### src/rtl/core/swpr_pkg.sv
// package: sizes, types and codes shared by the sliding window peak rate block
`default_nettype none

package swpr_pkg;

    localparam int FIFO_DEPTH = 1024;
    localparam int STAMP_BITS = 32;
    localparam int CNT_BITS   = $clog2(FIFO_DEPTH + 1);
    localparam int CMP_BITS   = (STAMP_BITS > 32) ? STAMP_BITS : 32;

    localparam int DATA_BITS  = 32;
    localparam int ADDR_BITS  = 3;

    localparam int COUNT_FIELD_BITS = 11;
    localparam int TIME_FIELD_BITS  = 32;

    localparam logic [ADDR_BITS-1:0] ADDR_WINDOW_ENABLE  = 3'd0;
    localparam logic [ADDR_BITS-1:0] ADDR_WINDOW_SECONDS = 3'd4;

    typedef logic [STAMP_BITS-1:0] stamp_t;
    typedef logic [CNT_BITS-1:0]   cnt_t;
    typedef logic [CMP_BITS-1:0]   cmp_t;

    typedef enum logic [1:0] {
        ST_IDLE,
        ST_CHECK,
        ST_DRAIN
    } seq_state_t;

    typedef struct packed {
        logic   push;
        logic   shift;
        cnt_t   wr_idx;
        stamp_t data;
    } chain_ctrl_t;

    typedef struct packed {
        logic [COUNT_FIELD_BITS-1:0] window_count;
        logic [COUNT_FIELD_BITS-1:0] peak_count;
        logic [TIME_FIELD_BITS-1:0]  peak_first;
        logic [TIME_FIELD_BITS-1:0]  peak_last;
        logic                        overflow;
    } result_t;

endpackage

`default_nettype wire

### src/rtl/core/swpr_ctrl.sv
// sequencer: window check, pop loop, append, peak tracking and result register
`default_nettype none

module swpr_ctrl (
    input  wire                    aclk,
    input  wire                    aresetn,
    input  wire                    start,
    input  swpr_pkg::stamp_t       start_stamp,
    input  wire                    window_enable,
    input  wire [31:0]             window_seconds,
    input  swpr_pkg::stamp_t       head,
    input  swpr_pkg::stamp_t       second,
    input  wire                    out_ready,
    output swpr_pkg::chain_ctrl_t  chain_ctrl,
    output logic                   busy,
    output logic                   out_valid,
    output swpr_pkg::result_t      result
);

    swpr_pkg::seq_state_t state_reg, state_next;

    swpr_pkg::stamp_t  stamp_reg;
    swpr_pkg::cnt_t    count_reg, count_next;
    swpr_pkg::cnt_t    best_count_reg, best_count_next;
    swpr_pkg::stamp_t  best_first_reg, best_first_next;
    swpr_pkg::stamp_t  best_last_reg, best_last_next;
    logic              ovf_reg, ovf_next;
    logic              out_valid_reg, out_valid_next;
    swpr_pkg::result_t result_reg;

    logic [swpr_pkg::STAMP_BITS:0] diff;
    logic in_win, empty, full, hit, out_free;
    logic do_pop, do_push, upd_peak, finish;

    assign diff     = {1'b0, stamp_reg} - {1'b0, head};
    assign in_win   = diff[swpr_pkg::STAMP_BITS]
                      || (swpr_pkg::cmp_t'(diff[swpr_pkg::STAMP_BITS-1:0])
                          < swpr_pkg::cmp_t'(window_seconds));
    assign empty    = (count_reg == '0);
    assign full     = (count_reg == swpr_pkg::cnt_t'(swpr_pkg::FIFO_DEPTH));
    assign hit      = empty || in_win;
    assign out_free = !out_valid_reg || out_ready;

    // actions of the current state
    always_comb begin
        do_pop   = 1'b0;
        do_push  = 1'b0;
        upd_peak = 1'b0;
        finish   = 1'b0;
        unique case (state_reg)
            swpr_pkg::ST_IDLE: begin
            end
            swpr_pkg::ST_CHECK: begin
                priority if (!window_enable) begin
                    finish = out_free;
                end else if (hit) begin
                    do_push  = out_free;
                    upd_peak = out_free;
                    finish   = out_free;
                end else begin
                    do_pop = 1'b1;
                end
            end
            swpr_pkg::ST_DRAIN: begin
                if (hit) begin
                    do_push = out_free;
                    finish  = out_free;
                end else begin
                    do_pop = 1'b1;
                end
            end
            default: begin
            end
        endcase
    end

    // next state
    always_comb begin
        state_next = state_reg;
        unique case (state_reg)
            swpr_pkg::ST_IDLE: begin
                if (start) begin
                    state_next = swpr_pkg::ST_CHECK;
                end
            end
            swpr_pkg::ST_CHECK: begin
                priority if (finish) begin
                    state_next = swpr_pkg::ST_IDLE;
                end else if (do_pop) begin
                    state_next = swpr_pkg::ST_DRAIN;
                end
            end
            swpr_pkg::ST_DRAIN: begin
                if (finish) begin
                    state_next = swpr_pkg::ST_IDLE;
                end
            end
            default: begin
                state_next = swpr_pkg::ST_IDLE;
            end
        endcase
    end

    // queue and peak updates
    always_comb begin
        chain_ctrl.push   = do_push;
        chain_ctrl.shift  = do_pop || (do_push && full);
        chain_ctrl.wr_idx = (do_push && full) ? count_reg - swpr_pkg::cnt_t'(1) : count_reg;
        chain_ctrl.data   = stamp_reg;

        priority if (do_pop) begin
            count_next = count_reg - swpr_pkg::cnt_t'(1);
        end else if (do_push && !full) begin
            count_next = count_reg + swpr_pkg::cnt_t'(1);
        end else begin
            count_next = count_reg;
        end

        ovf_next        = ovf_reg || (do_push && full);
        best_count_next = best_count_reg;
        best_first_next = best_first_reg;
        best_last_next  = best_last_reg;
        if (upd_peak && (count_next > best_count_reg)) begin
            best_count_next = count_next;
            best_last_next  = stamp_reg;
            priority if (empty) begin
                best_first_next = stamp_reg;
            end else if (full) begin
                best_first_next = second;
            end else begin
                best_first_next = head;
            end
        end

        out_valid_next = finish || (out_valid_reg && !out_ready);
    end

    always_ff @(posedge aclk) begin
        if (!aresetn) begin
            state_reg      <= swpr_pkg::ST_IDLE;
            count_reg      <= '0;
            best_count_reg <= '0;
            best_first_reg <= '0;
            best_last_reg  <= '0;
            ovf_reg        <= 1'b0;
            out_valid_reg  <= 1'b0;
        end else begin
            state_reg      <= state_next;
            count_reg      <= count_next;
            best_count_reg <= best_count_next;
            best_first_reg <= best_first_next;
            best_last_reg  <= best_last_next;
            ovf_reg        <= ovf_next;
            out_valid_reg  <= out_valid_next;
        end
    end

    always_ff @(posedge aclk) begin
        if (start) begin
            stamp_reg <= start_stamp;
        end
        if (finish) begin
            result_reg.window_count <= 11'(count_next);
            result_reg.peak_count   <= 11'(best_count_next);
            result_reg.peak_first   <= 32'(best_first_next);
            result_reg.peak_last    <= 32'(best_last_next);
            result_reg.overflow     <= ovf_next;
        end
    end

    assign busy      = (state_reg != swpr_pkg::ST_IDLE);
    assign out_valid = out_valid_reg;
    assign result    = result_reg;

endmodule

`default_nettype wire

### config.mk
export PLATFORM = sky130hd
export DESIGN_NAME = swpr_ctrl
export DESIGN_NICKNAME = d
export VERILOG_FILES = /design/src/rtl/core/swpr_pkg.sv /design/src/rtl/core/swpr_ctrl.sv
export SDC_FILE = /design/constraint.sdc
export NUM_CORES = 1
export LEC_CHECK = 0
export BUFFER_PORTS_ARGS = -buffer_cell sky130_fd_sc_hd__buf_4
export CAP_MARGIN = 20
export CORE_MARGIN = 8
export CORE_UTILIZATION = 25
export CTS_CLUSTER_DIAMETER = 80
export DETAILED_ROUTE_END_ITERATION = 8
export PLACE_DENSITY = 0.56
export SLEW_MARGIN = 20
export SYNTH_ARGS = -nofsm -noshare
export SYNTH_HDL_FRONTEND = slang
export SYNTH_SLANG_ARGS = --single-unit
export TNS_END_PERCENT = 30
### constraint.sdc
create_clock -name aclk -period 9.3 [get_ports aclk]
set_input_delay 1.86 -clock aclk [delete_from_list [all_inputs] [get_ports aclk]]
set_output_delay 1.86 -clock aclk [all_outputs]
set_load 0.01 [all_outputs]
==> metrics <==
Final Max Tran Viols=0; Fin Setup TNS=0 ns; Clk pwr share=38.9%; Comb pwr share=22.3%; Syn Area/Cell=10.4 um2; crit path max fanout=6; routability cong.=0.816; Initial Util=25.2%; CTS HTree Levels=1; Worst Path Arrival=6.98 ns; Worst Setup Start Kind=input pin; Inst Count DP=1939; CP max stage cell=a2111oi_2; I/O pin cnt=267; Slew @ Worst Pin=1.08 ns; Routed wire per std cell=18.2 um; Via-to-Cell Ratio=4.54; clk sinks=209; synthesized net count=1302; fmax=113 MHz; status=complete, no violations; Die Height=229 um; CTS tree=done; Die X-Extent=229 um; port bufs=266; Reg2Reg Capture Point=result[45]$_DFFE_PP_; Inserted Clock Buffers=27; Placement Rows=78; WP data required=7.44 ns; CP max stage delay=0.46 ns; fin crit share=95.1%; sequential share of the synthesized area=47.3%; CP most frequent cell=buf_4; static leakage=6.75 nW; Async SR Flop Fraction=0%; Final ANT Viol Nets=0; pwr dens=188 nW/um2; TritonRoute pass-1 iters=5; Synth Flop Type=edfxtp_1; critical path type=input pin to primary output; Yosys top cell area share=31.4%; hold_ws=0.461 ns; core area=45100 um2; Clk Tree Root Cell=clkbuf_16; synthesis-to-finish area growth=33.4%; final setup margin=0.455 ns; max reg flops=87; Min-Delay Path Depth=2; Internal Power=2.01 mW; clock skew=0.0219 ns; quantity of hold-fixing buffers added after cts=0; initial antenna violation count=6; flop2flop setup slack=1.58 ns; largest cells by area after synthesis=edfxtp_1 (31%), dfxtp_1 (16%), ha_1 (8.7%); total track usage=13.3%; Min-Delay Endpoint=best_first_reg[29]$_SDFF_PN0_; worst hold start=best_first_reg[29]$_SDFF_PN0_; clock buffer depth=3; Ys Warns=0; Residual DRC=0; Post-Syn Instances=1089; final layout net count=1581; worst vdd ir=0.138 mV; final WL=36400 um; overall power=2.85 mW; worst r2r path cells=33; pin count of the biggest net entering global routing=68; number of synthesized flops with an enable pin=119; RSZ-0062 raised after global routing=false; First DRT Iteration DRCs=594; Switch Pwr=0.836 mW; r2r startpoint=stamp_reg[1]$_DFFE_PP_; maxcap violations=0; die area=52500 um2; CP Capture Type=primary output; DPL Wire Length=27400 um; Slew headroom=27.8%; gr ovfl total=0; worst skew pair latency=0.56 ns; clk slew on worst S/H paths=0.06 ns; sequential power share=38.8%; layout cell share with drive strength beyond 1=29.2%; crit path time final=8.84 ns; via count=9043; Layout Cells excl Fill=1994; sw frac=29.3%; Worst Hold Class=flip-flop to flip-flop; final setup vio count=0; synthesized flop and latch total=209; Yosys cell types=75; final hold vios=0; pre-CTS WS=-0.104 ns; vias in the first global route=9394; Yosys top cell by area=edfxtp_1; first-pass GRT wire length=55300 um; critical path cell sequence=buf_4 > inv_1 > ha_1 > nor2b_1 > o31a_1 > o211ai_1 > a21o_1 > a2111oi_1 > buf_4 > a2111oi_2 > o31ai_1 > a21oi_1 > xnor2_1 > ha_1 > and4_1 > a221oi_1 > o21ai_0 > o32ai_2 > a21oi_4 > nor4_4 > nor2b_2 > or2_2 > buf_4; post-synthesis instance area=11400 um2
[power by group through the flow]
| stage | Sequential [mW] | Combinational, mW | Clock, mW |
|---|---|---|---|
| final | 1.11 | 0.634 | 1.11 |
| after global routing | 1.11 | 0.700 | 1.18 |
| after CTS | 1.11 | 0.642 | 1.14 |
| after detailed placement | 1.13 | 0.639 | 0 |
| after global placement | 1.13 | 0.629 | 0 |
| after floorplan | 1.14 | 0.346 | 0 |
[per-stage QoR]
step,cell area [um2],util [%]
after global routing,15200,33.6
after detailed placement,14200,31.5
after global placement,14200,31.5
final,15200,33.6
after floorplan,11400,-
after CTS,15100,33.6
[cell usage in the layout (no fill, tap or decap), types with 4 or more instances in the layout]
cell type / instances
buf_4: 292
nand2_1: 138
edfxtp_1: 119
inv_1: 95
dfxtp_1: 89
a21oi_1: 81
ha_1: 79
and2_1: 43
o211ai_1: 41
mux2i_1: 41
nor2_1: 34
xnor2_1: 32
mux2_4: 30
clkbuf_16: 27
a21o_1: 22
nand3_1: 20
o21ai_0: 14
nand4_1: 12
o21a_1: 12
nor3_1: 11
nor2b_1: 10
xor2_1: 9
or2_2: 9
o21bai_1: 8
a211oi_1: 7
nand2b_1: 6
o31ai_1: 6
a31oi_1: 6
mux2_2: 6
diode_2: 5
clkbuf_1: 5
and3_1: 4
or3_1: 4
inv_6: 4
bufinv_16: 4
buf_12: 4
[layer usage]
layer  up-vias  GRT usage, %  share of wire [%]
met3        43          3.75                6.9
met4         2          3.98                1.9
met1      4310          16.8                 45
met2       252          21.7                 46
met5         -             0              0.036
li1       4436             -                  -
[cell families (layout without fill, tap and decap cells)]
| logic type | count (synthesis) | count (layout) | synth area share, % |
|---|---|---|---|
| flip-flops | 209 | 209 | 47.3 |
| multiplexers | 78 | 78 | 8.29 |
| XOR/XNOR | 41 | 41 | 3.16 |
| adder cells (fa/ha/maj) | 80 | 80 | 8.87 |
| buffers and inverters | 142 | 442 | 5.28 |
| other | 0 | 5 | 0 |
| AO/OA/AOI/OAI | 227 | 227 | 13.4 |
| AND/OR/NAND/NOR | 312 | 312 | 13.8 |
[worst max-delay path by stage]
| stage | slack (ns) | to | start |
|---|---|---|---|
| 2_1_floorplan | 0.89 | result[0]$_DFFE_PP_ | head[9] |
| 3_3_place_gp | 0.07 | best_last_reg[31]$_SDFF_PN0_ | head[1] |
| 3_5_place_dp | -0.10 | result[45]$_DFFE_PP_ | head[1] |
| 4_1_cts | 0.08 | chain_ctrl[41] | head[1] |
| 5_1_grt | 0.02 | result[50]$_DFFE_PP_ | head[1] |
| 6_report | 0.46 | chain_ctrl[41] | head[1] |
[synth_stat cells, drive strengths merged, types with 9 or more instances]
cell	instances
a21o	23
o211ai	41
buf	19
xnor2	32
clkbuf	27
o21ai	16
or2	11
and2	43
edfxtp	119
inv	95
mux2i	42
a21oi	83
o21a	12
nor2	35
nand3	21
ha	79
nand4	12
xor2	9
mux2	36
nor2b	11
nor3	12
dfxtp	90
nand2	138
[critical path: cells and delay by family]
kind	cells	cell delay, ns
AND/OR/NAND/NOR	5	1.19
adder cells (fa/ha/maj)	2	0.55
buffers and inverters	4	0.42
XOR/XNOR	1	0.15
AO/OA/AOI/OAI	11	2.82
[final cells by class]
cell class / instances / area [um2]
fillers: 4613 / 29900
flip-flops and latches: 209 / 5380
well taps: 600 / 751
multi-input cells: 738 / 5440
diodes: 5 / 12.5
inverters: 96 / 360
clock buffers: 34 / 722
clock inverters: 16 / 226
repair buffers: 296 / 2270
[repair_timing]
action                     in CTS  in global routing
setup buffers                   0                  0
setup endpoints to repair       0                161
gates resized for setup         0                  4
Power figures use the tool's default switching activity.
